$ cat config.mk
export PLATFORM = sky130hd
export DESIGN_NAME = scc_dp
export DESIGN_NICKNAME = d
export VERILOG_FILES = /design/src/rtl/scc_pkg.sv /design/src/rtl/scc_dp.sv
export SDC_FILE = /design/constraint.sdc
export NUM_CORES = 2
export LEC_CHECK = 0
export ABC_AREA = 1
export BUFFER_PORTS_ARGS = -buffer_cell sky130_fd_sc_hd__buf_2
export CORE_ASPECT_RATIO = 0.6
export CORE_MARGIN = 4
export CORE_UTILIZATION = 55
export CTS_BUF_LIST = sky130_fd_sc_hd__clkbuf_8
export DETAILED_ROUTE_END_ITERATION = 16
export HOLD_SLACK_MARGIN = 0.12
export PLACE_DENSITY_LB_ADDON = 0.3
export RECOVER_POWER = 100
export SYNTH_ARGS = -nofsm -noshare
export SYNTH_HDL_FRONTEND = slang
export SYNTH_SLANG_ARGS = --single-unit
$ cat constraint.sdc
create_clock -name i_clk -period 28.1 [get_ports i_clk]
set_input_delay 2.81 -clock i_clk [delete_from_list [all_inputs] [get_ports i_clk]]
set_output_delay 2.81 -clock i_clk [all_outputs]
set_load 0.05 [all_outputs]
$ cat src/rtl/scc_pkg.sv
`default_nettype none
package scc_pkg;

    localparam int COORD_BITS  = 24;
    localparam int FRAC_BITS   = 16;
    localparam int DIFF_W      = COORD_BITS + 1;    // start/dest/body differences
    localparam int MUL_W       = DIFF_W + 1;        // signed multiplier operand
    localparam int PROD_W      = 2 * MUL_W;
    localparam int HALF_W      = DIFF_W;            // limb of a split wide operand
    localparam int SQ_W        = 2 * HALF_W;        // a, positive c, |h|
    localparam int ACC_W       = 2 * SQ_W + 2;
    localparam int H_W         = SQ_W + 1;          // signed h and c
    localparam int N_W         = SQ_W + 2;          // signed -h - s
    localparam int RAD_W       = 2 * SQ_W;
    localparam int ROOT_W      = SQ_W;
    localparam int SREM_W      = ROOT_W + 3;
    localparam int T_W         = FRAC_BITS + 1;
    localparam int DIST_W      = 16;
    localparam int MARG_W      = 8;
    localparam int DVD_W       = MARG_W + FRAC_BITS;
    localparam int QUO_W       = DVD_W + 1;
    localparam int DREM_W      = SQ_W + 1;
    localparam int CNT_W       = 6;
    localparam int STEP_W      = 5;
    localparam int SQRT_STEPS  = RAD_W / 2;
    localparam int CFG_IDX_W   = 3;
    localparam int CFG_DATA_W  = 16;

    localparam logic [CFG_IDX_W-1:0] REG_BLOCK_DIST   = 3'd0;
    localparam logic [CFG_IDX_W-1:0] REG_BLOCK_HEIGHT = 3'd1;
    localparam logic [CFG_IDX_W-1:0] REG_STOP_MARGIN  = 3'd2;
    localparam logic [CFG_IDX_W-1:0] REG_MIN_LENGTH   = 3'd3;

    localparam logic [DIST_W-1:0] RST_BLOCK_DIST   = 16'd512;
    localparam logic [DIST_W-1:0] RST_BLOCK_HEIGHT = 16'd512;
    localparam logic [MARG_W-1:0] RST_STOP_MARGIN  = 8'd13;
    localparam logic [MARG_W-1:0] RST_MIN_LENGTH   = 8'd3;
    localparam logic [T_W-1:0]    FRAC_ONE         = T_W'(1) << FRAC_BITS;

    // micro-op step numbers of the multiply-accumulate sequence
    localparam logic [CNT_W-1:0] MAC1_LAST   = 6'd7;
    localparam logic [CNT_W-1:0] MAC2_FIRST  = 6'd8;
    localparam logic [CNT_W-1:0] MAC2_LAST   = 6'd15;
    localparam logic [CNT_W-1:0] SCALE_FIRST = 6'd16;
    localparam logic [CNT_W-1:0] SCALE_LAST  = 6'd18;
    localparam logic [CNT_W-1:0] SQRT_LAST   = CNT_W'(SQRT_STEPS - 1);
    localparam logic [CNT_W-1:0] DIVF_LAST   = CNT_W'(FRAC_BITS - 1);
    localparam logic [CNT_W-1:0] DIVM_LAST   = CNT_W'(DVD_W - 1);

    typedef enum logic [3:0] {
        OPD_DX, OPD_DY, OPD_FX, OPD_FY, OPD_R, OPD_HL, OPD_HH,
        OPD_AL, OPD_AH, OPD_CL, OPD_CH, OPD_STOP
    } t_opnd;

    typedef enum logic [1:0] {SH0, SH1, SH2} t_shift;
    typedef enum logic [1:0] {ACC_HOLD, ACC_LOAD, ACC_ADD, ACC_SUB} t_acc_mode;
    typedef enum logic [2:0] {SV_NONE, SV_A, SV_C, SV_H, SV_X, SV_Y} t_save;
    typedef enum logic {SQS_DISC, SQS_LEN} t_sq_src;
    typedef enum logic {DVS_FRAC, DVS_MARGIN} t_dv_src;

    typedef struct packed {
        t_opnd     opa;
        t_opnd     opb;
        t_shift    sh;
        t_acc_mode mode;
        t_save     save;
    } t_mop;

    typedef struct packed {
        logic              load;
        logic              mac;
        logic [STEP_W-1:0] step;
        logic              sq_init;
        t_sq_src           sq_src;
        logic              sq_step;
        logic              dv_init;
        t_dv_src           dv_src;
        logic              dv_step;
        logic              upd_zero;
        logic              upd_div;
        logic              set_stop;
        logic              out_load;
    } t_cmd;

    typedef struct packed {
        logic skip;
        logic c_le0;
        logic disc_neg;
        logic n_ok;
        logic clip;
        logic last;
        logic out_busy;
    } t_sts;

    // a = dx^2+dy^2, c = |f|^2-r^2, h = f.d, h^2-a*c in 25-bit limbs, d*stop
    function automatic t_mop mop_of(input logic [STEP_W-1:0] s);
        t_mop m;
        m = '{OPD_DX, OPD_DX, SH0, ACC_HOLD, SV_NONE};
        case (s)
            5'd0:    m = '{OPD_DX, OPD_DX,   SH0, ACC_LOAD, SV_NONE};
            5'd1:    m = '{OPD_DY, OPD_DY,   SH0, ACC_ADD,  SV_NONE};
            5'd2:    m = '{OPD_FX, OPD_FX,   SH0, ACC_LOAD, SV_A};
            5'd3:    m = '{OPD_FY, OPD_FY,   SH0, ACC_ADD,  SV_NONE};
            5'd4:    m = '{OPD_R,  OPD_R,    SH0, ACC_SUB,  SV_NONE};
            5'd5:    m = '{OPD_FX, OPD_DX,   SH0, ACC_LOAD, SV_C};
            5'd6:    m = '{OPD_FY, OPD_DY,   SH0, ACC_ADD,  SV_NONE};
            5'd7:    m = '{OPD_DX, OPD_DX,   SH0, ACC_HOLD, SV_H};
            5'd8:    m = '{OPD_HL, OPD_HL,   SH0, ACC_LOAD, SV_NONE};
            5'd9:    m = '{OPD_HL, OPD_HH,   SH1, ACC_ADD,  SV_NONE};
            5'd10:   m = '{OPD_HH, OPD_HL,   SH1, ACC_ADD,  SV_NONE};
            5'd11:   m = '{OPD_HH, OPD_HH,   SH2, ACC_ADD,  SV_NONE};
            5'd12:   m = '{OPD_AL, OPD_CL,   SH0, ACC_SUB,  SV_NONE};
            5'd13:   m = '{OPD_AL, OPD_CH,   SH1, ACC_SUB,  SV_NONE};
            5'd14:   m = '{OPD_AH, OPD_CL,   SH1, ACC_SUB,  SV_NONE};
            5'd15:   m = '{OPD_AH, OPD_CH,   SH2, ACC_SUB,  SV_NONE};
            5'd16:   m = '{OPD_DX, OPD_STOP, SH0, ACC_LOAD, SV_NONE};
            5'd17:   m = '{OPD_DY, OPD_STOP, SH0, ACC_LOAD, SV_X};
            5'd18:   m = '{OPD_DX, OPD_DX,   SH0, ACC_HOLD, SV_Y};
            default: m = '{OPD_DX, OPD_DX,   SH0, ACC_HOLD, SV_NONE};
        endcase
        return m;
    endfunction

endpackage
`default_nettype wire

$ cat src/rtl/scc_dp.sv
`default_nettype none
module scc_dp import scc_pkg::*; (
    input  wire logic                         i_clk,
    input  wire logic                         i_rst_n,
    input  wire logic                         i_cfg_we,
    input  wire logic [CFG_IDX_W-1:0]         i_cfg_idx,
    input  wire logic [CFG_DATA_W-1:0]        i_cfg_data,
    input  wire logic signed [COORD_BITS-1:0] i_start_x,
    input  wire logic signed [COORD_BITS-1:0] i_start_y,
    input  wire logic signed [COORD_BITS-1:0] i_start_z,
    input  wire logic signed [COORD_BITS-1:0] i_dest_x,
    input  wire logic signed [COORD_BITS-1:0] i_dest_y,
    input  wire logic signed [COORD_BITS-1:0] i_body_x,
    input  wire logic signed [COORD_BITS-1:0] i_body_y,
    input  wire logic signed [COORD_BITS-1:0] i_body_z,
    input  wire logic                         i_body_blocks,
    input  wire logic                         i_last_body,
    input  wire t_cmd                         i_cmd,
    output t_sts                              o_sts,
    input  wire logic                         i_out_ready,
    output logic                              o_out_valid,
    output logic                              o_clipped,
    output logic signed [COORD_BITS-1:0]      o_clip_x,
    output logic signed [COORD_BITS-1:0]      o_clip_y
);

    // configuration
    logic [DIST_W-1:0] r_dist, r_height;
    logic [MARG_W-1:0] r_marg, r_minlen;

    // item
    logic signed [COORD_BITS-1:0] r_sx, r_sy, r_ex, r_ey;
    logic signed [DIFF_W-1:0]     r_dx, r_dy, r_fx, r_fy;
    logic [DIFF_W-1:0]            r_zgap;
    logic                         r_blocks, r_last;

    // arithmetic
    logic signed [ACC_W-1:0] r_acc;
    logic [SQ_W-1:0]         r_a, r_hm;
    logic signed [H_W-1:0]   r_c, r_h;
    logic [RAD_W-1:0]        r_rad;
    logic [SREM_W-1:0]       r_srem;
    logic [ROOT_W-1:0]       r_root;
    logic [DREM_W-1:0]       r_drem;
    logic [SQ_W-1:0]         r_div;
    logic [DVD_W-1:0]        r_dvd;
    logic [QUO_W-1:0]        r_quo;
    logic [T_W-1:0]          r_stop;
    logic [COORD_BITS-1:0]   r_x, r_y;

    // move state
    logic [T_W-1:0] r_best;
    logic           r_hit;

    // output register
    logic                         r_ov, r_oc;
    logic signed [COORD_BITS-1:0] r_ox, r_oy;

    t_mop                     w_mop;
    logic signed [MUL_W-1:0]  w_opa, w_opb;
    logic signed [PROD_W-1:0] w_prod;
    logic signed [ACC_W-1:0]  w_pext, w_term, w_acc_mag;
    logic [PROD_W-1:0]        w_rnd, w_q, w_sq;
    logic [COORD_BITS-1:0]    w_newc;
    logic signed [N_W-1:0]    w_n;
    logic                     w_n_eq_a;
    logic [SREM_W-1:0]        w_stmp, w_trial;
    logic                     w_sge;
    logic [DREM_W-1:0]        w_dtmp;
    logic                     w_dge;
    logic [2*MARG_W-1:0]      w_minsq;
    logic                     w_short;

    assign w_mop = mop_of(i_cmd.step);

    function automatic logic signed [MUL_W-1:0] opnd(input t_opnd sel,
            input logic signed [DIFF_W-1:0] dx, input logic signed [DIFF_W-1:0] dy,
            input logic signed [DIFF_W-1:0] fx, input logic signed [DIFF_W-1:0] fy,
            input logic [DIST_W-1:0] r, input logic [SQ_W-1:0] hm,
            input logic [SQ_W-1:0] a, input logic [SQ_W-1:0] c,
            input logic [T_W-1:0] stop);
        logic signed [MUL_W-1:0] v;
        v = '0;
        case (sel)
            OPD_DX:   v = {dx[DIFF_W-1], dx};
            OPD_DY:   v = {dy[DIFF_W-1], dy};
            OPD_FX:   v = {fx[DIFF_W-1], fx};
            OPD_FY:   v = {fy[DIFF_W-1], fy};
            OPD_R:    v = {{(MUL_W-DIST_W){1'b0}}, r};
            OPD_HL:   v = {1'b0, hm[HALF_W-1:0]};
            OPD_HH:   v = {1'b0, hm[SQ_W-1:HALF_W]};
            OPD_AL:   v = {1'b0, a[HALF_W-1:0]};
            OPD_AH:   v = {1'b0, a[SQ_W-1:HALF_W]};
            OPD_CL:   v = {1'b0, c[HALF_W-1:0]};
            OPD_CH:   v = {1'b0, c[SQ_W-1:HALF_W]};
            OPD_STOP: v = {{(MUL_W-T_W){1'b0}}, stop};
            default:  v = '0;
        endcase
        return v;
    endfunction

    always_comb begin
        w_opa  = opnd(w_mop.opa, r_dx, r_dy, r_fx, r_fy, r_dist, r_hm, r_a,
                      r_c[SQ_W-1:0], r_stop);
        w_opb  = opnd(w_mop.opb, r_dx, r_dy, r_fx, r_fy, r_dist, r_hm, r_a,
                      r_c[SQ_W-1:0], r_stop);
        w_prod = w_opa * w_opb;
        w_pext = {{(ACC_W-PROD_W){w_prod[PROD_W-1]}}, w_prod};
        case (w_mop.sh)
            SH1:     w_term = w_pext <<< HALF_W;
            SH2:     w_term = w_pext <<< (2 * HALF_W);
            default: w_term = w_pext;
        endcase
    end

    // magnitude of the accumulator: |h|, and |d*stop| for rounding
    assign w_acc_mag = r_acc[ACC_W-1] ? -r_acc : r_acc;
    assign w_rnd     = w_acc_mag[PROD_W-1:0] + (PROD_W'(1) << (FRAC_BITS - 1));
    assign w_q       = w_rnd >> FRAC_BITS;
    assign w_sq      = r_acc[ACC_W-1] ? (~w_q + 1'b1) : w_q;
    assign w_newc    = (w_mop.save == SV_X ? r_sx : r_sy) + w_sq[COORD_BITS-1:0];

    // numerator of the hit fraction
    assign w_n      = -$signed({r_h[H_W-1], r_h}) - $signed({2'b00, r_root});
    assign w_n_eq_a = (w_n[N_W-2:0] == {1'b0, r_a});

    assign w_stmp  = {r_srem[SREM_W-3:0], r_rad[RAD_W-1 -: 2]};
    assign w_trial = {1'b0, r_root, 2'b01};
    assign w_sge   = (w_stmp >= w_trial);

    assign w_dtmp = {r_drem[DREM_W-2:0], r_dvd[DVD_W-1]};
    assign w_dge  = (w_dtmp >= {1'b0, r_div});

    assign w_minsq = r_minlen * r_minlen;
    assign w_short = (r_a == '0) || (r_a < SQ_W'(w_minsq));

    always_comb begin
        o_sts          = '0;
        o_sts.skip     = w_short || !r_blocks || (r_zgap >= DIFF_W'(r_height));
        o_sts.c_le0    = r_c[H_W-1] || (r_c == '0);
        o_sts.disc_neg = r_acc[ACC_W-1];
        o_sts.n_ok     = !w_n[N_W-1] && (w_n[N_W-2:0] <= {1'b0, r_a});
        o_sts.clip     = r_hit && !w_short;
        o_sts.last     = r_last;
        o_sts.out_busy = r_ov;
    end

    // configuration and move state
    always_ff @(posedge i_clk) begin
        if (!i_rst_n) begin
            r_dist   <= RST_BLOCK_DIST;
            r_height <= RST_BLOCK_HEIGHT;
            r_marg   <= RST_STOP_MARGIN;
            r_minlen <= RST_MIN_LENGTH;
            r_best   <= FRAC_ONE;
            r_hit    <= 1'b0;
            r_ov     <= 1'b0;
        end else begin
            if (i_cfg_we) begin
                case (i_cfg_idx)
                    REG_BLOCK_DIST:   r_dist   <= i_cfg_data;
                    REG_BLOCK_HEIGHT: r_height <= i_cfg_data;
                    REG_STOP_MARGIN:  r_marg   <= i_cfg_data[MARG_W-1:0];
                    REG_MIN_LENGTH:   r_minlen <= i_cfg_data[MARG_W-1:0];
                    default: ;
                endcase
            end
            if (i_cmd.upd_zero && (r_best != '0)) begin
                r_best <= '0;
                r_hit  <= 1'b1;
            end
            if (i_cmd.upd_div && (r_quo[T_W-1:0] < r_best)) begin
                r_best <= r_quo[T_W-1:0];
                r_hit  <= 1'b1;
            end
            if (r_ov && i_out_ready) r_ov <= 1'b0;
            if (i_cmd.out_load) begin
                r_ov   <= 1'b1;
                r_best <= FRAC_ONE;
                r_hit  <= 1'b0;
            end
        end
    end

    // datapath registers
    always_ff @(posedge i_clk) begin
        if (i_cmd.load) begin
            r_sx     <= i_start_x;
            r_sy     <= i_start_y;
            r_ex     <= i_dest_x;
            r_ey     <= i_dest_y;
            r_dx     <= DIFF_W'(i_dest_x) - DIFF_W'(i_start_x);
            r_dy     <= DIFF_W'(i_dest_y) - DIFF_W'(i_start_y);
            r_fx     <= DIFF_W'(i_start_x) - DIFF_W'(i_body_x);
            r_fy     <= DIFF_W'(i_start_y) - DIFF_W'(i_body_y);
            r_zgap   <= (i_body_z >= i_start_z)
                        ? DIFF_W'(i_body_z) - DIFF_W'(i_start_z)
                        : DIFF_W'(i_start_z) - DIFF_W'(i_body_z);
            r_blocks <= i_body_blocks;
            r_last   <= i_last_body;
        end

        if (i_cmd.mac) begin
            case (w_mop.mode)
                ACC_LOAD: r_acc <= w_term;
                ACC_ADD:  r_acc <= r_acc + w_term;
                ACC_SUB:  r_acc <= r_acc - w_term;
                default:  ;
            endcase
            case (w_mop.save)
                SV_A: r_a <= r_acc[SQ_W-1:0];
                SV_C: r_c <= r_acc[H_W-1:0];
                SV_H: begin
                    r_h  <= r_acc[H_W-1:0];
                    r_hm <= w_acc_mag[SQ_W-1:0];
                end
                SV_X:    r_x <= w_newc;
                SV_Y:    r_y <= w_newc;
                default: ;
            endcase
        end

        // square root, two radicand bits a step
        if (i_cmd.sq_init) begin
            r_rad  <= (i_cmd.sq_src == SQS_DISC) ? r_acc[RAD_W-1:0]
                                                 : {{(RAD_W-SQ_W){1'b0}}, r_a};
            r_srem <= '0;
            r_root <= '0;
        end else if (i_cmd.sq_step) begin
            r_rad  <= r_rad << 2;
            r_srem <= w_sge ? (w_stmp - w_trial) : w_stmp;
            r_root <= {r_root[ROOT_W-2:0], w_sge};
        end

        // restoring divider, one quotient bit a step
        if (i_cmd.dv_init) begin
            if (i_cmd.dv_src == DVS_FRAC) begin
                r_div  <= r_a;
                r_dvd  <= '0;
                r_drem <= w_n_eq_a ? '0 : w_n[DREM_W-1:0];
                r_quo  <= w_n_eq_a ? QUO_W'(1) : '0;
            end else begin
                r_div  <= r_root;
                r_dvd  <= {r_marg, {FRAC_BITS{1'b0}}};
                r_drem <= '0;
                r_quo  <= '0;
            end
        end else if (i_cmd.dv_step) begin
            r_dvd  <= r_dvd << 1;
            r_drem <= w_dge ? (w_dtmp - {1'b0, r_div}) : w_dtmp;
            r_quo  <= {r_quo[QUO_W-2:0], w_dge};
        end

        if (i_cmd.set_stop) begin
            r_stop <= (QUO_W'(r_best) > r_quo) ? (r_best - r_quo[T_W-1:0]) : '0;
        end

        if (i_cmd.out_load) begin
            r_oc <= o_sts.clip;
            r_ox <= o_sts.clip ? r_x : r_ex;
            r_oy <= o_sts.clip ? r_y : r_ey;
        end
    end

    assign o_out_valid = r_ov;
    assign o_clipped   = r_oc;
    assign o_clip_x    = r_ox;
    assign o_clip_y    = r_oy;

endmodule
`default_nettype wire

# Word-level counts from Yosys, hierarchy flattened
# Memory sizes are Yosys's and may differ from the RTL's.
# Cells that the tools add are included.
dict set report totals {
  reg_bits 1058
  romBits 480
  output_inout_bits 57
  elab_cells 169
  memories 1
}
dict set report classes {
  n_addsub 17
  mul 2
  n_lt_le_gt_ge 8
  n_eq_ne 36
  muxes 33
  bitwise 2
  reduce_logical 34
}
# name words width rd rd_ports_with_merged_regs wr line
set mem_list {}
lappend mem_list {{(name not given)} 32 15 1 0 0 scc_pkg.sv:99} ;# case (s)
# cell count
set ops {}
lappend ops {{case mux 26 bit (12 select lines)} 2}
lappend ops {{two-way mux 50 bit} 7}
lappend ops {{case mux 102 bit (3 select lines)} 1}
lappend ops {{two-way mux 100 bit} 3}
lappend ops {{case mux 101 bit (2 select lines)} 1}
lappend ops {{two-way mux 24 bit} 7}
lappend ops {{subtractor 24 x 24 -> 25 bit} 6}
lappend ops {{adder 102 bit} 1}
lappend ops {{subtractor 102 bit} 1}
lappend ops {{two-way mux 25 bit} 3}
lappend ops {{>= comparator 53 x 52 -> 1 bit} 1}
lappend ops {{multiplier 26 x 26 -> 52 bit} 1}
lappend ops {{negation 51 -> 52 bit} 1}
lappend ops {{subtractor 52 x 51 -> 52 bit} 1}
lappend ops {{equality test 51 x 50 -> 1 bit} 1}
lappend ops {{>= comparator 51 x 50 -> 1 bit} 1}
lappend ops {{<= comparator 51 x 50 -> 1 bit} 1}
lappend ops {{logical NOT 51 bit} 1}
lappend ops {{two-way mux 51 bit} 1}
lappend ops {{subtractor 51 bit} 1}
lappend ops {{logical NOT 50 bit} 1}
lappend ops {{< comparator 50 x 16 -> 1 bit} 1}
lappend ops {{negation 50 bit} 1}
lappend ops {{subtractor 50 bit} 1}
lappend ops {{32 further kinds} 86}

# Logic depth before layout (Yosys ltp)
dict set report logic_depth {
  depth_word 7
  mapped_depth 77
  ltp_nobuf 75
}

# Worst setup path after synthesis
# OpenSTA, ideal clock, no wires.
dict set report synth_timing {
  path_type {input to register}
  from {in i_cmd[12] (netlist name)}
  to {reg r_acc[95], data pin}
  setup_time_ps 269
  arrival_ps 13909
  path_slack_ps 13922
  stages 65
  cell_sequence {inv_1 -> ha_1 -> a21oi_4 -> nor2_2 -> inv_2 -> nor2_2 -> clkinv_1 -> clkbuf_1 -> o22ai_1 -> a221oi_1 -> o2111ai_1 -> nor2_1 -> inv_1 -> clkbuf_1 -> nand2_1 -> fa_1 -> inv_1 -> fa_1 -> (+29 left out) -> a21oi_2 -> nand2_1 -> nand2_1 -> nand2_1 -> ha_1 -> nand2_1 -> nor2_1 -> inv_1 -> nor2_1 -> inv_1 -> nor4_1 -> nand3_1 -> nand3_1 -> nand4_1 -> o311ai_0 -> xor2_1 -> nand2_1 -> o21ai_0}
}
dict set report synth_between {
  elab_chain_len 7
  word_cells_on_any_way 37
}
# item line
set synth_rtl {}
lappend synth_rtl {{from (decl)} scc_dp.sv:18} ;# input wire t_cmd i_cmd,
lappend synth_rtl {{memory (32 x 15 bit) *} -}
lappend synth_rtl {{equality test 4 bit (tied with other cells)} scc_dp.sv:84} ;# case (sel)
lappend synth_rtl {{case mux 26 bit (12 select lines)} scc_dp.sv:84}
lappend synth_rtl {{multiplier 26 x 26 -> 52 bit} scc_dp.sv:107} ;# w_prod = w_opa * w_opb;
lappend synth_rtl {{case mux 101 bit (2 select lines)} scc_dp.sv:109} ;# case (w_mop.sh)
lappend synth_rtl {{subtractor 102 bit or adder 102 bit (tied branches)} {scc_dp.sv:207, scc_dp.sv:206}}
lappend synth_rtl {{case mux 102 bit (3 select lines) *} scc_dp.sv:204} ;# case (w_mop.mode)
lappend synth_rtl {{to (signal assigned)} scc_dp.sv:205} ;# ACC_LOAD: r_acc <= w_term;
lappend synth_rtl {{to (signal assigned)} scc_dp.sv:206} ;# ACC_ADD: r_acc <= r_acc + w_term;
lappend synth_rtl {{to (signal assigned)} scc_dp.sv:207} ;# ACC_SUB: r_acc <= r_acc - w_term;
lappend synth_rtl {{to (decl)} scc_dp.sv:38} ;# logic signed [ACC_W-1:0] r_acc;
# Mark *: on every way between the ends. The rest lies on a longest branch, timed or not.
# A chain may end at the register's enable or synchronous reset.

# Final worst setup path
dict set report layout_timing {
  from {in i_cmd[10] (netlist name)}
  to {reg r_acc[80], data pin}
}
# Same word-level chain as after synthesis.

==> results by group <==
CTS
  – CTS sink cnt: around 1000
  – Cts hold-fix bufs: 0
  – Clk buf depth: 4
  – Htree depth: 4
  – Clock transition at the registers of the reported paths: 70 ps
  – Postcts setup bufs: 0
  – Clk Latency, worst-skew pair: ~1000 ps
  – Gates resized, CTS repair: 0
  – CTS Root Buffer Type: clkbuf_8
  – CTS tree: yes
  – CTS buffer count: about 170

Logic synthesis
  – Mean Syn Cell Area: around 7.7 um2
  – EDFF count, synth: between 800 and 900
  – Post-Syn Nets: 15300
  – Synth Register Bits: around 1000
  – Register area share after synthesis: 0.283
  – Synth unique cells: 88
  – Syn Std Cell Area: roughly 0.10 mm2
  – Top FF cell, synth: edfxtp_1
  – Fraction of registers with async set or reset after synthesis: 0
  – Post-Synthesis Cells: about 14000
  – Synthesis Warnings: 0

Floorplanning
  – Chip height: about 350 um
  – Core ar.: approximately 0.19 mm2
  – Number of I/O pins: 291
  – Die area: roughly 0.20 mm2
  – # rows: between 100 and 150
  – Starting density of the core: 0.556
  – Die extent in x: about 570 um

Timing
  – Worst hold slack: around 470 ps
  – Fmax: 51.7 MHz
  – RSZ-0062 raised after global routing: false
  – Final setup viols: 0
  – Max transition margin: -2.94
  – Final slew viol count: ~1800
  – Slew @ Worst Pin: between 5000 and 6000 ps
  – Tcrit/Tclk final: 0.688
  – Worst Skew: 132 ps
  – Setup tns final: 0 ps
  – Min cycle time layout: 19350 ps
  – Fin. Hold Viols: 0

Critical path
  – Slowest stage delay, CP: just under 900 ps
  – Levels on crit path: 56
  – Number of cells on the worst reg-to-reg path: 49
  – Worst EP required: ~29000 ps
  – Most used cell, CP: nand2_1
  – CP max stage cell: inv_1
  – CP bufs+invs: 11
  – Setup crit start kind: primary input
  – Nature of the critical path endpoint: register
  – Arrival time worst endpoint: 19860 ps
  – Reg-to-reg slack, setup: 12830 ps
  – Worst setup path class: primary input to register
  – Delay-heaviest family, CP: adder cells
  – CP Max Fanout: 25

GRT
  – Global-route wire length before repair: 611 mm
  – Initial antenna violation count: 26
  – Overflow after GRT: 0
  – Vias in the first global route: 89500
  – Gr usage total: 0.420
  – Largest net degree at the start of global routing: about 110

Cells and area
  – Most common cell after layout, fill and taps aside: nand2_1
  – Layout Nets: approximately 16000
  – Layout cells sized above 1: 0.0498
  – Fin cells: about 16000
  – Syn-to-layout area delta: 6.96%
  – Commonest cells after routing, fill and taps aside: nand2_1 (3050), inv_1 (2690), nor2_1 (1120)

Placed design
  – Dpl cells: ~16000
  – PortBufs: 290
  – Hpwl dp: 345 mm
  – GP Congestion: ~1.1

Worst hold path
  – Worst Hold Depth: 2
  – Min-delay worst type: register to register

Status
  – Violated checks: max-capacitance violations, max-slew violations
  – Outcome: complete, but fails checks

Detailed routing
  – WL/cell: 26.0 um
  – Routed vias: 98900
  – Final ANT Viol Nets: 0
  – Drt drc: 0
  – Post-Route WL: around 430 mm
  – DR vias/cell: between 6 and 7
  – DR pass1 iterations: 10
  – Initial DRC count: approximately 16000

Job
  – Max-cap violations: 35
final timing paths:
check	from	to
min reg2reg	r_rad[81]	r_rad[83]
max	i_cmd[10]	r_acc[80]
min	r_rad[81]	r_rad[83]
max reg2reg	r_a[27]	r_acc[80]
final cells by class:
class | instances | area (um2)
Fill cell | 17500 | 76400
Multi-Input combinational cell | 9429 | 63500
Antenna cell | 31 | 77.6
Clock inverter | 111 | 815
Clock buffer | 185 | 2550
Inverter | 2694 | 10100
Tap cell | 2500 | 3130
Sequential cell | 1041 | 29600
Timing Repair Buffer | 436 | 2120
sequential cells by signal (all words and copies together) (netlist names), 25 cells and up:
signal and cells:
r_acc 102, r_rad 100, r_c 51, r_srem 51, r_a 50, r_div 50
r_drem 50, r_h 50, r_hm 50, r_root 50, r_dx 25, r_dy 25
r_fx 25, r_fy 25, r_quo 25, r_zgap 25
metal layers:
metal,vias to the layer above,global-route usage,part of all wire
met5,-,0.0104,0.0012
met4,22,0.0944,0.029
met3,797,0.244,0.19
met2,7473,0.486,0.34
met1,46600,0.646,0.44
li1,44100,-,-
worst register-to-register path: cells and delay by family (launching register included):
family	cells	cell delay, ps
adders and majority gates	9	4400
and+or+nand+nor	17	3930
AOI/OAI and AO/OA	12	2840
buffers and inverters	9	2190
xor gates and xnor gates	2	1010
DFF	1	520
stage by stage:
stage | area [um2] | utilization | setup WS [ps]
floorplan | 105000 | - | 13920
global placement | 109000 | 0.579 | 10010
detailed placement | 109000 | 0.579 | 9930
CTS | 112000 | 0.597 | 10890
global route | 112000 | 0.594 | 7960
finish | 112000 | 0.594 | 8750
kinds of logic (layout without fill, tap and decap cells):
group,Yosys count,after routing,synth area share
xor gates and xnor gates,519,519,0.0441
muxes,30,30,0.00313
DFF,1041,1041,0.283
and+or+nand+nor,5112,5112,0.202
other,0,31,0
AOI/OAI and AO/OA,2261,2261,0.123
buffers and inverters,3043,3426,0.110
adders and majority gates,1507,1507,0.234
Yosys cell counts (10+ instances only):
| cell type | number | share of area |
|---|---|---|
| nand3_1 | 457 | 0.022 |
| a21boi_0 | 13 | 0.00093 |
| nand4_1 | 131 | 0.0078 |
| ha_1 | 761 | 0.091 |
| buf_1 | 20 | 0.00072 |
| a31oi_1 | 104 | 0.0062 |
| or2_2 | 49 | 0.0029 |
| a221oi_1 | 73 | 0.0061 |
| a21o_1 | 27 | 0.0019 |
| o211ai_1 | 55 | 0.0039 |
| nor2_2 | 30 | 0.0018 |
| xnor2_1 | 161 | 0.013 |
| o22ai_1 | 165 | 0.0099 |
| o21ai_1 | 33 | 0.0016 |
| o2111ai_1 | 12 | 0.0010 |
| a22o_1 | 11 | 0.00092 |
| o21bai_1 | 33 | 0.0024 |
| edfxtp_1 | 873 | 0.25 |
| fa_1 | 746 | 0.14 |
| nand3b_1 | 18 | 0.0013 |
| buf_2 | 50 | 0.0024 |
| xor2_1 | 353 | 0.030 |
| a211oi_1 | 28 | 0.0020 |
| nand2_2 | 36 | 0.0022 |
| dfxtp_1 | 168 | 0.032 |
| and2_1 | 10 | 0.00060 |
| o21ai_0 | 749 | 0.036 |
| nand3_2 | 14 | 0.0013 |
| o221ai_1 | 20 | 0.0017 |
| nand2_1 | 3047 | 0.11 |
| inv_2 | 49 | 0.0018 |
| o21a_1 | 46 | 0.0033 |
| o31ai_1 | 16 | 0.0011 |
| nor3_1 | 93 | 0.0045 |
| mux2_2 | 22 | 0.0024 |
| inv_1 | 2636 | 0.095 |
| nor4_1 | 59 | 0.0035 |
| clkbuf_1 | 266 | 0.0095 |
| nor2_1 | 1120 | 0.040 |
| a21oi_1 | 811 | 0.039 |
Power is left out: the tool's default activity adds up to more than one toggle a clock period on the data nets, which glitch-free logic cannot reach.
