File: src/rtl/scc_pkg.sv
`default_nettype none
package scc_pkg;

    localparam int COORD_BITS  = 24;
    localparam int FRAC_BITS   = 16;
    localparam int DIFF_W      = COORD_BITS + 1;    // start/dest/body differences
    localparam int MUL_W       = DIFF_W + 1;        // signed multiplier operand
    localparam int PROD_W      = 2 * MUL_W;
    localparam int HALF_W      = DIFF_W;            // limb of a split wide operand
    localparam int SQ_W        = 2 * HALF_W;        // a, positive c, |h|
    localparam int ACC_W       = 2 * SQ_W + 2;
    localparam int H_W         = SQ_W + 1;          // signed h and c
    localparam int N_W         = SQ_W + 2;          // signed -h - s
    localparam int RAD_W       = 2 * SQ_W;
    localparam int ROOT_W      = SQ_W;
    localparam int SREM_W      = ROOT_W + 3;
    localparam int T_W         = FRAC_BITS + 1;
    localparam int DIST_W      = 16;
    localparam int MARG_W      = 8;
    localparam int DVD_W       = MARG_W + FRAC_BITS;
    localparam int QUO_W       = DVD_W + 1;
    localparam int DREM_W      = SQ_W + 1;
    localparam int CNT_W       = 6;
    localparam int STEP_W      = 5;
    localparam int SQRT_STEPS  = RAD_W / 2;
    localparam int CFG_IDX_W   = 3;
    localparam int CFG_DATA_W  = 16;

    localparam logic [CFG_IDX_W-1:0] REG_BLOCK_DIST   = 3'd0;
    localparam logic [CFG_IDX_W-1:0] REG_BLOCK_HEIGHT = 3'd1;
    localparam logic [CFG_IDX_W-1:0] REG_STOP_MARGIN  = 3'd2;
    localparam logic [CFG_IDX_W-1:0] REG_MIN_LENGTH   = 3'd3;

    localparam logic [DIST_W-1:0] RST_BLOCK_DIST   = 16'd512;
    localparam logic [DIST_W-1:0] RST_BLOCK_HEIGHT = 16'd512;
    localparam logic [MARG_W-1:0] RST_STOP_MARGIN  = 8'd13;
    localparam logic [MARG_W-1:0] RST_MIN_LENGTH   = 8'd3;
    localparam logic [T_W-1:0]    FRAC_ONE         = T_W'(1) << FRAC_BITS;

    // micro-op step numbers of the multiply-accumulate sequence
    localparam logic [CNT_W-1:0] MAC1_LAST   = 6'd7;
    localparam logic [CNT_W-1:0] MAC2_FIRST  = 6'd8;
    localparam logic [CNT_W-1:0] MAC2_LAST   = 6'd15;
    localparam logic [CNT_W-1:0] SCALE_FIRST = 6'd16;
    localparam logic [CNT_W-1:0] SCALE_LAST  = 6'd18;
    localparam logic [CNT_W-1:0] SQRT_LAST   = CNT_W'(SQRT_STEPS - 1);
    localparam logic [CNT_W-1:0] DIVF_LAST   = CNT_W'(FRAC_BITS - 1);
    localparam logic [CNT_W-1:0] DIVM_LAST   = CNT_W'(DVD_W - 1);

    typedef enum logic [3:0] {
        OPD_DX, OPD_DY, OPD_FX, OPD_FY, OPD_R, OPD_HL, OPD_HH,
        OPD_AL, OPD_AH, OPD_CL, OPD_CH, OPD_STOP
    } t_opnd;

    typedef enum logic [1:0] {SH0, SH1, SH2} t_shift;
    typedef enum logic [1:0] {ACC_HOLD, ACC_LOAD, ACC_ADD, ACC_SUB} t_acc_mode;
    typedef enum logic [2:0] {SV_NONE, SV_A, SV_C, SV_H, SV_X, SV_Y} t_save;
    typedef enum logic {SQS_DISC, SQS_LEN} t_sq_src;
    typedef enum logic {DVS_FRAC, DVS_MARGIN} t_dv_src;

    typedef struct packed {
        t_opnd     opa;
        t_opnd     opb;
        t_shift    sh;
        t_acc_mode mode;
        t_save     save;
    } t_mop;

    typedef struct packed {
        logic              load;
        logic              mac;
        logic [STEP_W-1:0] step;
        logic              sq_init;
        t_sq_src           sq_src;
        logic              sq_step;
        logic              dv_init;
        t_dv_src           dv_src;
        logic              dv_step;
        logic              upd_zero;
        logic              upd_div;
        logic              set_stop;
        logic              out_load;
    } t_cmd;

    typedef struct packed {
        logic skip;
        logic c_le0;
        logic disc_neg;
        logic n_ok;
        logic clip;
        logic last;
        logic out_busy;
    } t_sts;

    // a = dx^2+dy^2, c = |f|^2-r^2, h = f.d, h^2-a*c in 25-bit limbs, d*stop
    function automatic t_mop mop_of(input logic [STEP_W-1:0] s);
        t_mop m;
        m = '{OPD_DX, OPD_DX, SH0, ACC_HOLD, SV_NONE};
        case (s)
            5'd0:    m = '{OPD_DX, OPD_DX,   SH0, ACC_LOAD, SV_NONE};
            5'd1:    m = '{OPD_DY, OPD_DY,   SH0, ACC_ADD,  SV_NONE};
            5'd2:    m = '{OPD_FX, OPD_FX,   SH0, ACC_LOAD, SV_A};
            5'd3:    m = '{OPD_FY, OPD_FY,   SH0, ACC_ADD,  SV_NONE};
            5'd4:    m = '{OPD_R,  OPD_R,    SH0, ACC_SUB,  SV_NONE};
            5'd5:    m = '{OPD_FX, OPD_DX,   SH0, ACC_LOAD, SV_C};
            5'd6:    m = '{OPD_FY, OPD_DY,   SH0, ACC_ADD,  SV_NONE};
            5'd7:    m = '{OPD_DX, OPD_DX,   SH0, ACC_HOLD, SV_H};
            5'd8:    m = '{OPD_HL, OPD_HL,   SH0, ACC_LOAD, SV_NONE};
            5'd9:    m = '{OPD_HL, OPD_HH,   SH1, ACC_ADD,  SV_NONE};
            5'd10:   m = '{OPD_HH, OPD_HL,   SH1, ACC_ADD,  SV_NONE};
            5'd11:   m = '{OPD_HH, OPD_HH,   SH2, ACC_ADD,  SV_NONE};
            5'd12:   m = '{OPD_AL, OPD_CL,   SH0, ACC_SUB,  SV_NONE};
            5'd13:   m = '{OPD_AL, OPD_CH,   SH1, ACC_SUB,  SV_NONE};
            5'd14:   m = '{OPD_AH, OPD_CL,   SH1, ACC_SUB,  SV_NONE};
            5'd15:   m = '{OPD_AH, OPD_CH,   SH2, ACC_SUB,  SV_NONE};
            5'd16:   m = '{OPD_DX, OPD_STOP, SH0, ACC_LOAD, SV_NONE};
            5'd17:   m = '{OPD_DY, OPD_STOP, SH0, ACC_LOAD, SV_X};
            5'd18:   m = '{OPD_DX, OPD_DX,   SH0, ACC_HOLD, SV_Y};
            default: m = '{OPD_DX, OPD_DX,   SH0, ACC_HOLD, SV_NONE};
        endcase
        return m;
    endfunction

endpackage
`default_nettype wire

File: src/rtl/scc_ctrl.sv
`default_nettype none
module scc_ctrl import scc_pkg::*; (
    input  wire logic i_clk,
    input  wire logic i_rst_n,
    input  wire logic i_in_valid,
    output logic      o_in_ready,
    input  wire t_sts i_sts,
    output t_cmd      o_cmd
);

    typedef enum logic [16:0] {
        S_IDLE  = 17'h00001,
        S_MAC1  = 17'h00002,
        S_CHK   = 17'h00004,
        S_MAC2  = 17'h00008,
        S_SQI   = 17'h00010,
        S_SQ    = 17'h00020,
        S_NCHK  = 17'h00040,
        S_DIVF  = 17'h00080,
        S_UPD   = 17'h00100,
        S_DONE  = 17'h00200,
        S_FIN   = 17'h00400,
        S_LSQ   = 17'h00800,
        S_DVI   = 17'h01000,
        S_DIVM  = 17'h02000,
        S_STOP  = 17'h04000,
        S_SCALE = 17'h08000,
        S_OUTL  = 17'h10000
    } t_state;

    t_state           r_state, n_state;
    logic [CNT_W-1:0] r_cnt, n_cnt;

    always_ff @(posedge i_clk) begin
        if (!i_rst_n) begin
            r_state <= S_IDLE;
            r_cnt   <= '0;
        end else begin
            r_state <= n_state;
            r_cnt   <= n_cnt;
        end
    end

    always_comb begin
        n_state    = r_state;
        n_cnt      = r_cnt;
        o_cmd      = '0;
        o_cmd.step = r_cnt[STEP_W-1:0];
        o_in_ready = 1'b0;
        case (r_state)
            S_IDLE: begin
                o_in_ready = 1'b1;
                if (i_in_valid) begin
                    o_cmd.load = 1'b1;
                    n_cnt      = '0;
                    n_state    = S_MAC1;
                end
            end
            S_MAC1: begin
                o_cmd.mac = 1'b1;
                n_cnt     = r_cnt + 1'b1;
                if (r_cnt == MAC1_LAST) n_state = S_CHK;
            end
            S_CHK: begin
                if (i_sts.skip) begin
                    n_state = S_DONE;
                end else if (i_sts.c_le0) begin
                    o_cmd.upd_zero = 1'b1;
                    n_state        = S_DONE;
                end else begin
                    n_cnt   = MAC2_FIRST;
                    n_state = S_MAC2;
                end
            end
            S_MAC2: begin
                o_cmd.mac = 1'b1;
                n_cnt     = r_cnt + 1'b1;
                if (r_cnt == MAC2_LAST) n_state = S_SQI;
            end
            S_SQI: begin
                if (i_sts.disc_neg) begin
                    n_state = S_DONE;
                end else begin
                    o_cmd.sq_init = 1'b1;
                    o_cmd.sq_src  = SQS_DISC;
                    n_cnt         = '0;
                    n_state       = S_SQ;
                end
            end
            S_SQ: begin
                o_cmd.sq_step = 1'b1;
                n_cnt         = r_cnt + 1'b1;
                if (r_cnt == SQRT_LAST) n_state = S_NCHK;
            end
            S_NCHK: begin
                if (i_sts.n_ok) begin
                    o_cmd.dv_init = 1'b1;
                    o_cmd.dv_src  = DVS_FRAC;
                    n_cnt         = '0;
                    n_state       = S_DIVF;
                end else begin
                    n_state = S_DONE;
                end
            end
            S_DIVF: begin
                o_cmd.dv_step = 1'b1;
                n_cnt         = r_cnt + 1'b1;
                if (r_cnt == DIVF_LAST) n_state = S_UPD;
            end
            S_UPD: begin
                o_cmd.upd_div = 1'b1;
                n_state       = S_DONE;
            end
            S_DONE: begin
                n_state = i_sts.last ? S_FIN : S_IDLE;
            end
            S_FIN: begin
                if (!i_sts.out_busy) begin
                    if (i_sts.clip) begin
                        o_cmd.sq_init = 1'b1;
                        o_cmd.sq_src  = SQS_LEN;
                        n_cnt         = '0;
                        n_state       = S_LSQ;
                    end else begin
                        o_cmd.out_load = 1'b1;
                        n_state        = S_IDLE;
                    end
                end
            end
            S_LSQ: begin
                o_cmd.sq_step = 1'b1;
                n_cnt         = r_cnt + 1'b1;
                if (r_cnt == SQRT_LAST) n_state = S_DVI;
            end
            S_DVI: begin
                o_cmd.dv_init = 1'b1;
                o_cmd.dv_src  = DVS_MARGIN;
                n_cnt         = '0;
                n_state       = S_DIVM;
            end
            S_DIVM: begin
                o_cmd.dv_step = 1'b1;
                n_cnt         = r_cnt + 1'b1;
                if (r_cnt == DIVM_LAST) n_state = S_STOP;
            end
            S_STOP: begin
                o_cmd.set_stop = 1'b1;
                n_cnt          = SCALE_FIRST;
                n_state        = S_SCALE;
            end
            S_SCALE: begin
                o_cmd.mac = 1'b1;
                n_cnt     = r_cnt + 1'b1;
                if (r_cnt == SCALE_LAST) n_state = S_OUTL;
            end
            S_OUTL: begin
                o_cmd.out_load = 1'b1;
                n_state        = S_IDLE;
            end
            default: begin
                n_state = S_IDLE;
            end
        endcase
    end

endmodule
`default_nettype wire

File: config.mk
export PLATFORM = sky130hd
export DESIGN_NAME = scc_ctrl
export DESIGN_NICKNAME = d
export VERILOG_FILES = /design/src/rtl/scc_pkg.sv /design/src/rtl/scc_ctrl.sv
export SDC_FILE = /design/constraint.sdc
export NUM_CORES = 1
export LEC_CHECK = 0
export ABC_AREA = 1
export BUFFER_PORTS_ARGS = -buffer_cell sky130_fd_sc_hd__buf_4
export CORE_MARGIN = 2
export CORE_UTILIZATION = 57
export CTS_CLUSTER_SIZE = 20
export DETAILED_ROUTE_END_ITERATION = 10
export GPL_TIMING_DRIVEN = 0
export PLACE_DENSITY = 0.77
export SYNTH_ARGS = -nofsm -noshare
export SYNTH_HDL_FRONTEND = slang
export SYNTH_SLANG_ARGS = --single-unit
export TNS_END_PERCENT = 10
File: constraint.sdc
create_clock -name i_clk -period 1.9 [get_ports i_clk]
set_input_delay 0.19 -clock i_clk [delete_from_list [all_inputs] [get_ports i_clk]]
set_output_delay 0.19 -clock i_clk [all_outputs]
set_load 0.03 [all_outputs]
Word level (Yosys, flattened, before mapping)
Index checks and enable logic that the tools add are counted.

Reductions and logical operators: 7. Muxes and demuxes: 44. $add $sub $neg: 1. Equality and inequality tests: 36.

Operators by type and width (count): $pmux 17 s16 (1); $mux 17 (10); $pmux 6 s8 (1); $mux 6 (7); $mux 10 (3); $ne 2x2->1 const B (14); $eq 17x1->1 const B (1); $eq 17x10->1 const B (1); $eq 17x11->1 const B (1); $eq 17x12->1 const B (1); $eq 17x13->1 const B (1); $eq 17x14->1 const B (1); $eq 17x15->1 const B (1); $eq 17x16->1 const B (1); $eq 17x17->1 const B (1); $eq 17x2->1 const B (1); $eq 17x3->1 const B (1); $eq 17x4->1 const B (1); $eq 17x5->1 const B (1); $eq 17x6->1 const B (1); $eq 17x7->1 const B (1); $eq 17x8->1 const B (1); $eq 17x9->1 const B (1); $mux 1 (13); other kinds (16) (22).

Word-level logic and storage cells: 90. Register bits after elaboration: 23. Output and inout bits: 18. Input bits: 10.

Depth between registers and ports, before layout
Gate-level depths: netlist (run 1).

Word-level depth: 4. Mapped depth: 13. Depth with buffers taken out: 13.

Worst setup path before layout (run 1)
No wires, ideal clock.

Path kind: flip-flop to output port. From: reg r_state[13]. To: out o_cmd[3] (netlist bit). Required time: 1.710 ns. Path buffers: 1. Stages on the path, launching flop included: 7. Arrival: 1.746 ns. Setup slack: -0.036 ns. Path through: dfxtp_1 nor2_1 nand2_2 nor2_4 buf_4 nand3_2 nor3b_1.

RTL lines: start: declaration (RTL line scc_ctrl.sv:31) `t_state r_state, n_state;`; start signal: assignment (RTL line scc_ctrl.sv:39) `r_state <= n_state;`; end: declaration (RTL line scc_ctrl.sv:8) `output t_cmd o_cmd`.

Worst setup path after layout (run 1)
From: reg r_state[9]. To: reg r_cnt[5].

Cells in the longest elaborated chain, start to end: 4. Elaborated cells between the ends (all ways): 25. Classes of those cells: eq/ne: 21; mux: 1; reduce/logical: 3.

Ends and longest elaborated chain: $eq 17x16->1 (tied with other cells) (RTL line scc_ctrl.sv:50) `case (r_state)`; $reduce_or 7->1 (no line); $reduce_bool 8->1 (no line); $reduce_and 8->1 (no line); end signal: assignment (RTL line scc_ctrl.sv:40) `r_cnt <= n_cnt;`; end: declaration (RTL line scc_ctrl.sv:32) `logic [CNT_W-1:0] r_cnt, n_cnt;`.

Several ways; a longest one is shown, not always the timed one. A chain may end at the register's enable or synchronous reset.

==> flow_summary.yaml, run 1 <==
place:
  numPlacedInstances: 393
  place_congestion: 0.947
  portBuffers: 27
  dp_slack_ns: -0.0428
  place_hpwl_mm: 3.50
floorplanning:
  die_y_um: 60.6
  die_w_um: 60.6
  start_util_pct: 59.7
  ios: 28
  core_mm2: 0.00305
  dieArea_mm2: 0.00367
  fp-row-count: 20
worst_setup_path:
  end_kind: "flop"
  worst-path-buf-inv: 2
  critical-path-max-stage-delay_ns: 0.36
  r2r_slack_ns: -0.02
  crit_end: "r_cnt[5]"
  crit_path_top_delay_cell: "dfxtp_2"
  crit_type: "flop to flop"
  start_kind: "flop"
  crit_fanout: 6
  startpoint: "r_state[9]"
  r2r_end: "r_cnt[5]"
  rr_startpoint: "r_state[9]"
  path_cells: "nor2_4, nand2_4, nor2_4, buf_4, buf_2, nand4_1, nand3_1, nor2_4, o21ai_2, nand2_1, nand2_1, nor2_1"
  crit_family: "simple AND/OR/NAND/NOR gates"
  crit_cells: 12
  reg2reg_depth: 12
  crit_path_frequent_cell: "nor2_4"
  critPathRequiredTime_ns: 2.14
  arrival_ns: 2.16
global_routing:
  grt_pass1_vias: 1776
  grt_max_degree: 13
  track_usage_pct: 27.5
  antenna_found_initial: 0
  grt_pass1_wl_mm: 7.60
  grt-ovfl-total: 0
route:
  dr.pass1.iters: 8
  ant_nets: 0
  drt_first_iter_violations: 243
  viasPerCell: 5.35
  wl_met1_mm: 2.27
  dr_wl_met2_mm: 2.64
  top_layer: "met4"
  drt-total-wl_mm: 5.80
  wl_met3_um: 525
  vias: 2194
  wire_per_inst_um: 14.1
  drc: 0
clock_network:
  clock-sinks: 23
  clk_latency_ns: 0.33
  root_buffer: "clkbuf_4"
  clk_path_buf_depth: 2
  cts_tree: "yes"
  htree_levels: 1
  cts_made_buffers: 3
  clkSlewWorstSetupHoldPaths_ns: 0.15
synth:
  netlist_area_mm2: 0.00182
  synthArstFlopShare_pct: 0
  yosysUniqueCellTypes: 29
  ys.flop_type: "dfxtp_1"
  yosysWarnings: 0
  netlist_instances: 322
  ys_seq_area_share_pct: 25.3
  synth_edf_count: 0
  syn-num-nets: 335
  ys_ff_latch: 23
  syn_avg_cell_area_um2: 5.66
sta:
  hold_viol: 0
  rsz0062_at_grt: "yes"
  tns_ns: -0.0375
  worstMarginPinSlew_ns: 0.536
  fin_ws_ns: -0.0213
  slew_violations: 0
  final.setup_skew_ns: 0.0129
  min_period_ns: 1.92
  timing.slew.headroom_pct: 64.3
  setup_violations: 3
  whs_ns: 0.0882
  fmax_mhz: 520
  period_share_pct: 101
final_layout:
  drive_gt1_share_pct: 35.0
  layout.cells.non_filler: 410
  final_cell_mix: "nand2_1 (73), nor2_1 (53), inv_1 (49), buf_4 (36), nand3_1 (30)"
  nets: 380
  area_delta_synth_final_pct: 40.4
  final_common_cell: "nand2_1"
  diodes: 0
power_and_ir_drop:
  peakVddDrop_mv: 0.925
  p_leak_nw: 1.42
  power.total_w: 0.00477
  pwr_density_cell_mw_per_mm2: 1870
job:
  drv_cap: 0
worst_hold_path:
  min_path_type: "primary input to flop"
  hold_depth: 3
run_status:
  status: "finished, violations left"
  violations: "setup timing"
[worst min path at each step]
stage                        start          end  slack [ns]
final                     i_sts[1]  r_state[10]        0.09
after global routing      i_sts[1]  r_state[10]        0.11
after CTS                 i_sts[1]  r_state[10]        0.11
after detailed placement  i_sts[1]  r_state[10]        0.44
after global placement    i_sts[1]  r_state[10]        0.45
after floorplan            i_rst_n   r_state[5]        0.31
[state kept, by name (all words and copies together), names as in the netlist]
signal   cells
r_state     17
r_cnt        6
[cells by family (layout without fill, tap and decap cells)]
kind of cell	after synthesis	in the layout	synth area share [%]
AO/OA/AOI/OAI	19	19	5.90
XOR/XNOR	1	1	0.481
adder cells (fa/ha/maj)	3	3	2.06
buffers and inverters	67	109	15.6
flip-flops	23	23	25.3
AND/OR/NAND/NOR	209	211	50.7
[repair_timing]
action / CTS / global route
endpoints found under the setup margin: 19 / 34
cloned: 0 / 5
resized for setup: 15 / 76
hold buffers: 0 / 0
pin swaps: 4 / 14
setup buffers: 4 / 4
[worst reg2reg max path, delay by kind of cell, from the launching register on]
family,cells,cell delay [ns]
AOI/OAI and AO/OA,1,0.10
and+or+nand+nor,9,1.08
DFF,1,0.36
buffers and inverters,2,0.29
[layer usage]
layer	track usage, %	vias up
met4	10.9	0
met2	43.6	136
li1	-	1079
met3	3.41	39
met5	0	-
met1	38.1	940
[layout make-up]
cell class	count	area, um^2
clock buffer	4	26.3
inverter	58	218
sequential	23	483
multi-input combinational	234	1370
timing repair buffer	38	328
fill	209	493
tap	44	55.1
buffer	9	78.8
[cells in the mapped netlist (2+ instances only)]
cell type  number  area [um^2]
inv_2           6         22.5
o21ai_1         4         20.0
nor2_2          8         50.1
nor3_1          3         15.0
inv_1          52          195
nand2_2         3         18.8
o21ai_0         5         25.0
a21oi_1         5         25.0
nand2_1        78          293
buf_4           7         52.6
o21bai_1        2         15.0
nand4_1         4         25.0
nand3_2         3         30.0
dfxtp_1        23          460
ha_1            3         37.5
nand3_1        36          180
nor2_1         68          255
[stage by stage]
step / cell area [um^2] / utilization [%]
after floorplan: 1830 / -
after global placement: 2090 / 68.3
after detailed placement: 2090 / 68.3
after CTS: 2200 / 72.2
after global routing: 2560 / 83.9
final: 2560 / 83.9
[power by group]
group          total (W)  internal, W  switching, W
sequential      0.000829     0.000653      0.000176
combinational    0.00369      0.00141       0.00228
clock           0.000253    0.0000823      0.000171
No activity file was read; power rests on OpenSTA's default activity.
==> run 2, diff against run 1 <==
--- a/config.mk
+++ b/config.mk
@@ -5,14 +5,13 @@
 export SDC_FILE = /design/constraint.sdc
 export NUM_CORES = 1
 export LEC_CHECK = 0
-export ABC_AREA = 1
 export BUFFER_PORTS_ARGS = -buffer_cell sky130_fd_sc_hd__buf_4
 export CORE_MARGIN = 2
-export CORE_UTILIZATION = 57
+export CORE_UTILIZATION = 55
 export CTS_CLUSTER_SIZE = 20
 export DETAILED_ROUTE_END_ITERATION = 10
 export GPL_TIMING_DRIVEN = 0
-export PLACE_DENSITY = 0.77
+export PLACE_DENSITY = 0.76
 export SYNTH_ARGS = -nofsm -noshare
 export SYNTH_HDL_FRONTEND = slang
 export SYNTH_SLANG_ARGS = --single-unit
==> constraint.sdc (replaced) <==
create_clock -name i_clk -period 2.15 [get_ports i_clk]
set_input_delay 0.215 -clock i_clk [delete_from_list [all_inputs] [get_ports i_clk]]
set_output_delay 0.215 -clock i_clk [all_outputs]
set_load 0.03 [all_outputs]
==> flow_summary.yaml, run 2 <==
final_layout:
  largest_reg_flops: 17
  ff_latch_area_um2: 502
  final_design_area_no_fill_mm2: 0.00239
  fillers: 147
  multiInputGateArea_mm2: 0.00133
  diodes: 0
  area_delta_synth_final_pct: 53.0
  final_common_cell: "buf_4"
  largest_registers: "r_state (17), r_cnt (6)"
  largest_register: "r_state"
  nets: 269
  final_cell_mix: "buf_4 (49), nor2_1 (24), a21oi_1 (13), dfxtp_2 (12), nand2_1 (11)"
  drive_gt1_share_pct: 48.2
power_and_ir_drop:
  peakVddDrop_mv: 0.417
  p_leak_nw: 0.981
  pwr_density_cell_mw_per_mm2: 442
synth:
  ys.flop_type: "dfxtp_1"
  synth.largest_area_cell: "dfxtp_1"
  synth_top_family_by_area: "simple AND/OR/NAND/NOR gates"
  synth_top_area_share_pct: 29.5
  netlist_area_mm2: 0.00156
  netlist_instances: 202
  synth_simple_gate_area_share_pct: 43.2
  synth_edf_count: 0
  syn_avg_cell_area_um2: 7.73
  synth_compound_area_share_pct: 18.6
  ys_top_cells_by_area: "dfxtp_1 (29%), nor2_1 (6.0%), nor3_1 (5.4%)"
  synth.area.mux_share_pct: 0
  syn-num-nets: 215
  yosysWarnings: 0
  synth_fa_ha_area_share_pct: 2.40
  yosysUniqueCellTypes: 51
  netlist_top_cells_count: "nor2_1 (25), dfxtp_1 (23), nor3_1 (17), a21oi_1 (13), nand2_1 (12)"
  ys_seq_area_share_pct: 29.5
  ys_ff_latch: 23
  synthArstFlopShare_pct: 0
  synth.most_common_cell: "nor2_1"
  synth_xor_area_share_pct: 1.68
route:
  drc: 0
  dr.pass1.iters: 5
  wire_per_inst_um: 22.8
  drt-total-wl_mm: 6.52
  drt_first_iter_violations: 265
  viasPerCell: 7.11
  vias: 2033
  ant_nets: 0
worst_setup_path:
  path_cells: "nor3_4, nand2_1, or3_4, nor3b_4, nand2b_4, buf_6"
  start_kind: "flop"
  crit_type: "flop to primary output"
  crit_fanout: 4
  r2r_slack_ns: -0.34
  crit_path_top_delay_cell: "or3_4"
  end_kind: "primary output"
  critPathRequiredTime_ns: 1.93
  arrival_ns: 2.29
  r2r_end: "r_cnt[4]"
  rr_startpoint: "r_state[16]"
  reg2reg_depth: 7
  critical-path-max-stage-delay_ns: 0.48
run_status:
  violations: "setup timing"
  status: "finished, violations left"
global_routing:
  grt-ovfl-total: 0
  grt_pass1_wl_mm: 9.03
  track_usage_pct: 35.8
  antenna_found_initial: 0
  grt_pass1_vias: 1772
  grt_max_degree: 14
place:
  place_congestion: 0.944
  portBuffers: 27
  place_area_mm2: 0.00184
  place_hpwl_mm: 3.34
worst_hold_path:
  min_to: "r_cnt[1]"
  hold_start: "i_rst_n"
  min_path_type: "primary input to flop"
  hold_depth: 2
floorplanning:
  dieArea_mm2: 0.00328
  start_util_pct: 57.1
  ios: 28
  core_mm2: 0.00273
  fp-row-count: 19
  die_w_um: 57.3
  die_y_um: 57.3
clock_network:
  cts_made_buffers: 3
  clk_latency_ns: 0.35
  clkSlewWorstSetupHoldPaths_ns: 0.14
  root_buffer: "clkbuf_4"
  clock-sinks: 23
  htree_levels: 1
  cts_tree: "yes"
  clk_path_buf_depth: 2
sta:
  final.setup_skew_ns: 0.00597
  worstMarginPinSlew_ns: 0.837
  fin_ws_ns: -0.354
  fmax_mhz: 399
  rsz0062_at_grt: "yes"
  min_period_ns: 2.50
  whs_ns: 0.127
  period_share_pct: 116
  setup_violations: 29
  timing.slew.headroom_pct: 43.4
  slew_violations: 0
  hold_viol: 0
  tns_ns: -4.66
job:
  drv_cap: 0
run 2: changes by cell type after synthesis, moves of 7 or more:
cell / change
inv_1: -47
nand3_1: -28
nand2_1: -66
a21oi_1: +8
nor3_1: +14
nor4_1: +9
nor2_1: -43
nor2_2: -7
run 2: final cells by class:
cell class | instances | area share [%]
Multi-Input combinational cell | 165 | 55.8
Sequential cell | 23 | 21.0
Timing Repair Buffer | 49 | 16.6
Buffer | 9 | 3.04
Tap cell | 31 | 1.62
Clock buffer | 3 | 0.943
Inverter | 5 | 0.786
Clock inverter | 1 | 0.210
run 2: metrics by stage:
stage          setup WS, ns  std cells  utilization (%)  total power, W
5_1_grt              -0.399        286             87.4         0.00107
2_1_floorplan        -0.203        202                -        0.000610
3_5_place_dp         -0.409        260             67.4        0.000684
6_report             -0.354        286             87.4         0.00106
4_1_cts              -0.188        281             83.2        0.000966
3_3_place_gp         -0.377        260             67.4        0.000680
run 2: timing repair:
item,CTS,global route
pin swaps,11,8
hold endpoints to repair,0,0
setup buffers,17,5
endpoints found under the setup margin,32,32
hold buffers,0,0
resized for setup,67,18
run 2: worst max-delay path by stage:
stage	cells past startpoint	startpoint	endpoint
6_report	6	r_state[16]	o_cmd[9]
5_1_grt	7	r_state[4]	o_cmd[9]
4_1_cts	7	r_state[15]	o_cmd[9]
3_5_place_dp	7	r_state[5]	r_cnt[4]
3_3_place_gp	7	r_state[5]	r_cnt[4]
2_1_floorplan	6	r_state[13]	o_cmd[9]
run 2: power breakdown:
group	internal [W]	switching [W]	leakage, nW
Clock	0.0000704	0.000157	0.0177
Sequential	0.000426	0.0000146	0.197
Combinational	0.000168	0.000221	0.766
Total	0.000664	0.000393	0.981
run 2: cell families (layout without fill, tap and decap cells):
family / after synthesis / count (layout)
buffers and inverters: 14 / 67
flip-flops: 23 / 23
XOR/XNOR: 3 / 3
adder cells (fa/ha/maj): 3 / 3
AO/OA/AOI/OAI: 43 / 43
AND/OR/NAND/NOR: 116 / 116
run 2: layer usage:
metal / vias to the layer above / GRT usage (%) / part of all wire [%]
met1: 950 / 48.3 / 38
met2: 167 / 55.7 / 45
met3: 54 / 7.48 / 11
li1: 862 / - / -
met4: 0 / 15.3 / 6.3
met5: - / 0 / 0
run 2: worst max-delay path: cells and delay by family (launching register included):
family                 cells  cell delay [ns]
and+or+nand+nor            5             1.42
DFF                        1             0.39
buffers and inverters      1             0.13
==> run 3, diff against run 2 <==
--- a/config.mk
+++ b/config.mk
@@ -12,6 +12,7 @@
 export DETAILED_ROUTE_END_ITERATION = 10
 export GPL_TIMING_DRIVEN = 0
 export PLACE_DENSITY = 0.76
+export SKIP_LAST_GASP = 1
 export SYNTH_ARGS = -nofsm -noshare
 export SYNTH_HDL_FRONTEND = slang
 export SYNTH_SLANG_ARGS = --single-unit
==> constraint.sdc (replaced) <==
create_clock -name i_clk -period 2.71 [get_ports i_clk]
set_input_delay 0.271 -clock i_clk [delete_from_list [all_inputs] [get_ports i_clk]]
set_output_delay 0.271 -clock i_clk [all_outputs]
set_load 0.03 [all_outputs]
==> flow_summary.yaml, run 3 (same netlist as run 2, synthesis figures left out) <==
floorplanning:
  die_w_um: 57.3
  dieArea_mm2: 0.00328
  fp-row-count: 19
  die_y_um: 57.3
  core_mm2: 0.00273
  start_util_pct: 57.1
  ios: 28
power_and_ir_drop:
  p_leak_nw: 0.764
  power.total_w: 0.000704
  peakVddDrop_mv: 0.271
  pwr_density_cell_mw_per_mm2: 379
clock_network:
  clkSlewWorstSetupHoldPaths_ns: 0.15
  htree_levels: 1
  cts_tree: "yes"
  cts_made_buffers: 3
  clk_path_buf_depth: 2
  hold_buffers: 0
  root_buffer: "clkbuf_4"
  clk_latency_ns: 0.32
  clock-sinks: 23
final_layout:
  fillers: 250
  diodes: 0
  drive_gt1_share_pct: 22.1
  area_delta_synth_final_pct: 19.2
  largest_registers: "r_state (17), r_cnt (6)"
  largest_register: "r_state"
  nets: 249
  final_cell_mix: "buf_4 (34), nor2_1 (25), dfxtp_1 (23), nor3_1 (15), a21oi_1 (13)"
  final_common_cell: "buf_4"
  largest_reg_flops: 17
route:
  drc: 0
  viasPerCell: 6.24
  wire_per_inst_um: 15.9
  drt_first_iter_violations: 102
  vias: 1661
  ant_nets: 0
  dr.pass1.iters: 4
  drt-total-wl_mm: 4.24
worst_setup_path:
  crit_fanout: 10
  critPathRequiredTime_ns: 2.44
  crit_type: "flop to primary output"
  end_kind: "primary output"
  start_kind: "flop"
  arrival_ns: 2.45
sta:
  setup_violations: 1
  period_share_pct: 100
  timing.slew.headroom_pct: 66.0
  hold_viol: 0
  final.setup_skew_ns: 0.00829
  whs_ns: 0.206
  min_period_ns: 2.72
  tns_ns: -0.0123
  fmax_mhz: 367
  slew_violations: 0
  worstMarginPinSlew_ns: 0.511
  fin_ws_ns: -0.0123
  rsz0062_at_grt: "yes"
job:
  drv_cap: 0
place:
  portBuffers: 27
  place_congestion: 0.951
  dp_slack_ns: 0.109
  place_hpwl_mm: 3.26
global_routing:
  antenna_found_initial: 0
  grt-ovfl-total: 0
  grt_pass1_wl_mm: 7.00
  grt_pass1_vias: 1519
  grt_max_degree: 14
  track_usage_pct: 27.1
worst_hold_path:
  min_path_type: "primary input to flop"
run_status:
  violations: "setup timing"
  status: "finished, violations left"
-- run 3: cell count changes in the layout (fill, tap and decap cells not counted), moves of 5 or more --
cell	change
buf_4	-15
dfxtp_4	-7
dfxtp_1	+19
nor3_1	+5
nor4_1	+5
dfxtp_2	-12
buf_6	-5
-- run 3: what timing repair did --
action / CTS / global route
resized for setup: 1 / 1
endpoints found under the setup margin: 1 / 8
pin swaps: 1 / 0
setup buffers: 2 / 0
-- run 3: area by class of cell --
class / instances / area (um^2) / share of cell area [%]
plain buffers: 9 / 53.8 / 2.89
clock buffers: 3 / 22.5 / 1.21
clock inverters: 1 / 5.00 / 0.269
inverters: 5 / 18.8 / 1.01
multi-input cells: 165 / 1040 / 56.1
flip-flops and latches: 23 / 460 / 24.7
well taps: 31 / 38.8 / 2.08
repair buffers: 29 / 218 / 11.7
-- run 3: final timing paths --
| check | startpoint | endpoint | slack (ns) | cells past startpoint |
|---|---|---|---|---|
| setup / recovery | r_state[0] | o_cmd[9] | -0.01 | 7 |
| hold / removal | i_rst_n | r_state[0] | 0.21 | 2 |
| setup reg to reg | r_state[1] | r_cnt[4] | 0.10 | 7 |
| hold reg to reg | r_state[11] | r_state[12] | 0.56 | 2 |
-- run 3: power by group --
part           internal [W]  total [W]  switching [W]
combinational     0.0000648   0.000180       0.000115
clock             0.0000553   0.000171       0.000115
sequential         0.000344   0.000354      0.0000102
-- run 3: critical path, stage by stage, from the launching register on --
cell      delay [ns]
dfxtp_1         0.39
nor3_2          0.23
nand2_1         0.15
clkbuf_1        0.25
or3_1           0.48
nor3b_2         0.31
nand2b_1        0.15
buf_4           0.16
-- run 3: layer usage --
layer  GRT usage, %  routed length (um)  part of all wire [%]
met5              0                   0                     0
met4           9.63                  63                   1.5
met3           4.08                 387                   9.1
met2           40.1                1850                    44
met1           40.1                1940                    46
-- run 3: stage by stage --
stage / cell area [um^2] / util (%) / instances
after floorplan: 1570 / - / 202
after global placement: 1810 / 66.1 / 260
after detailed placement: 1810 / 66.1 / 260
after CTS: 1860 / 67.9 / 266
after global routing: 1860 / 68.1 / 266
final: 1860 / 68.1 / 266
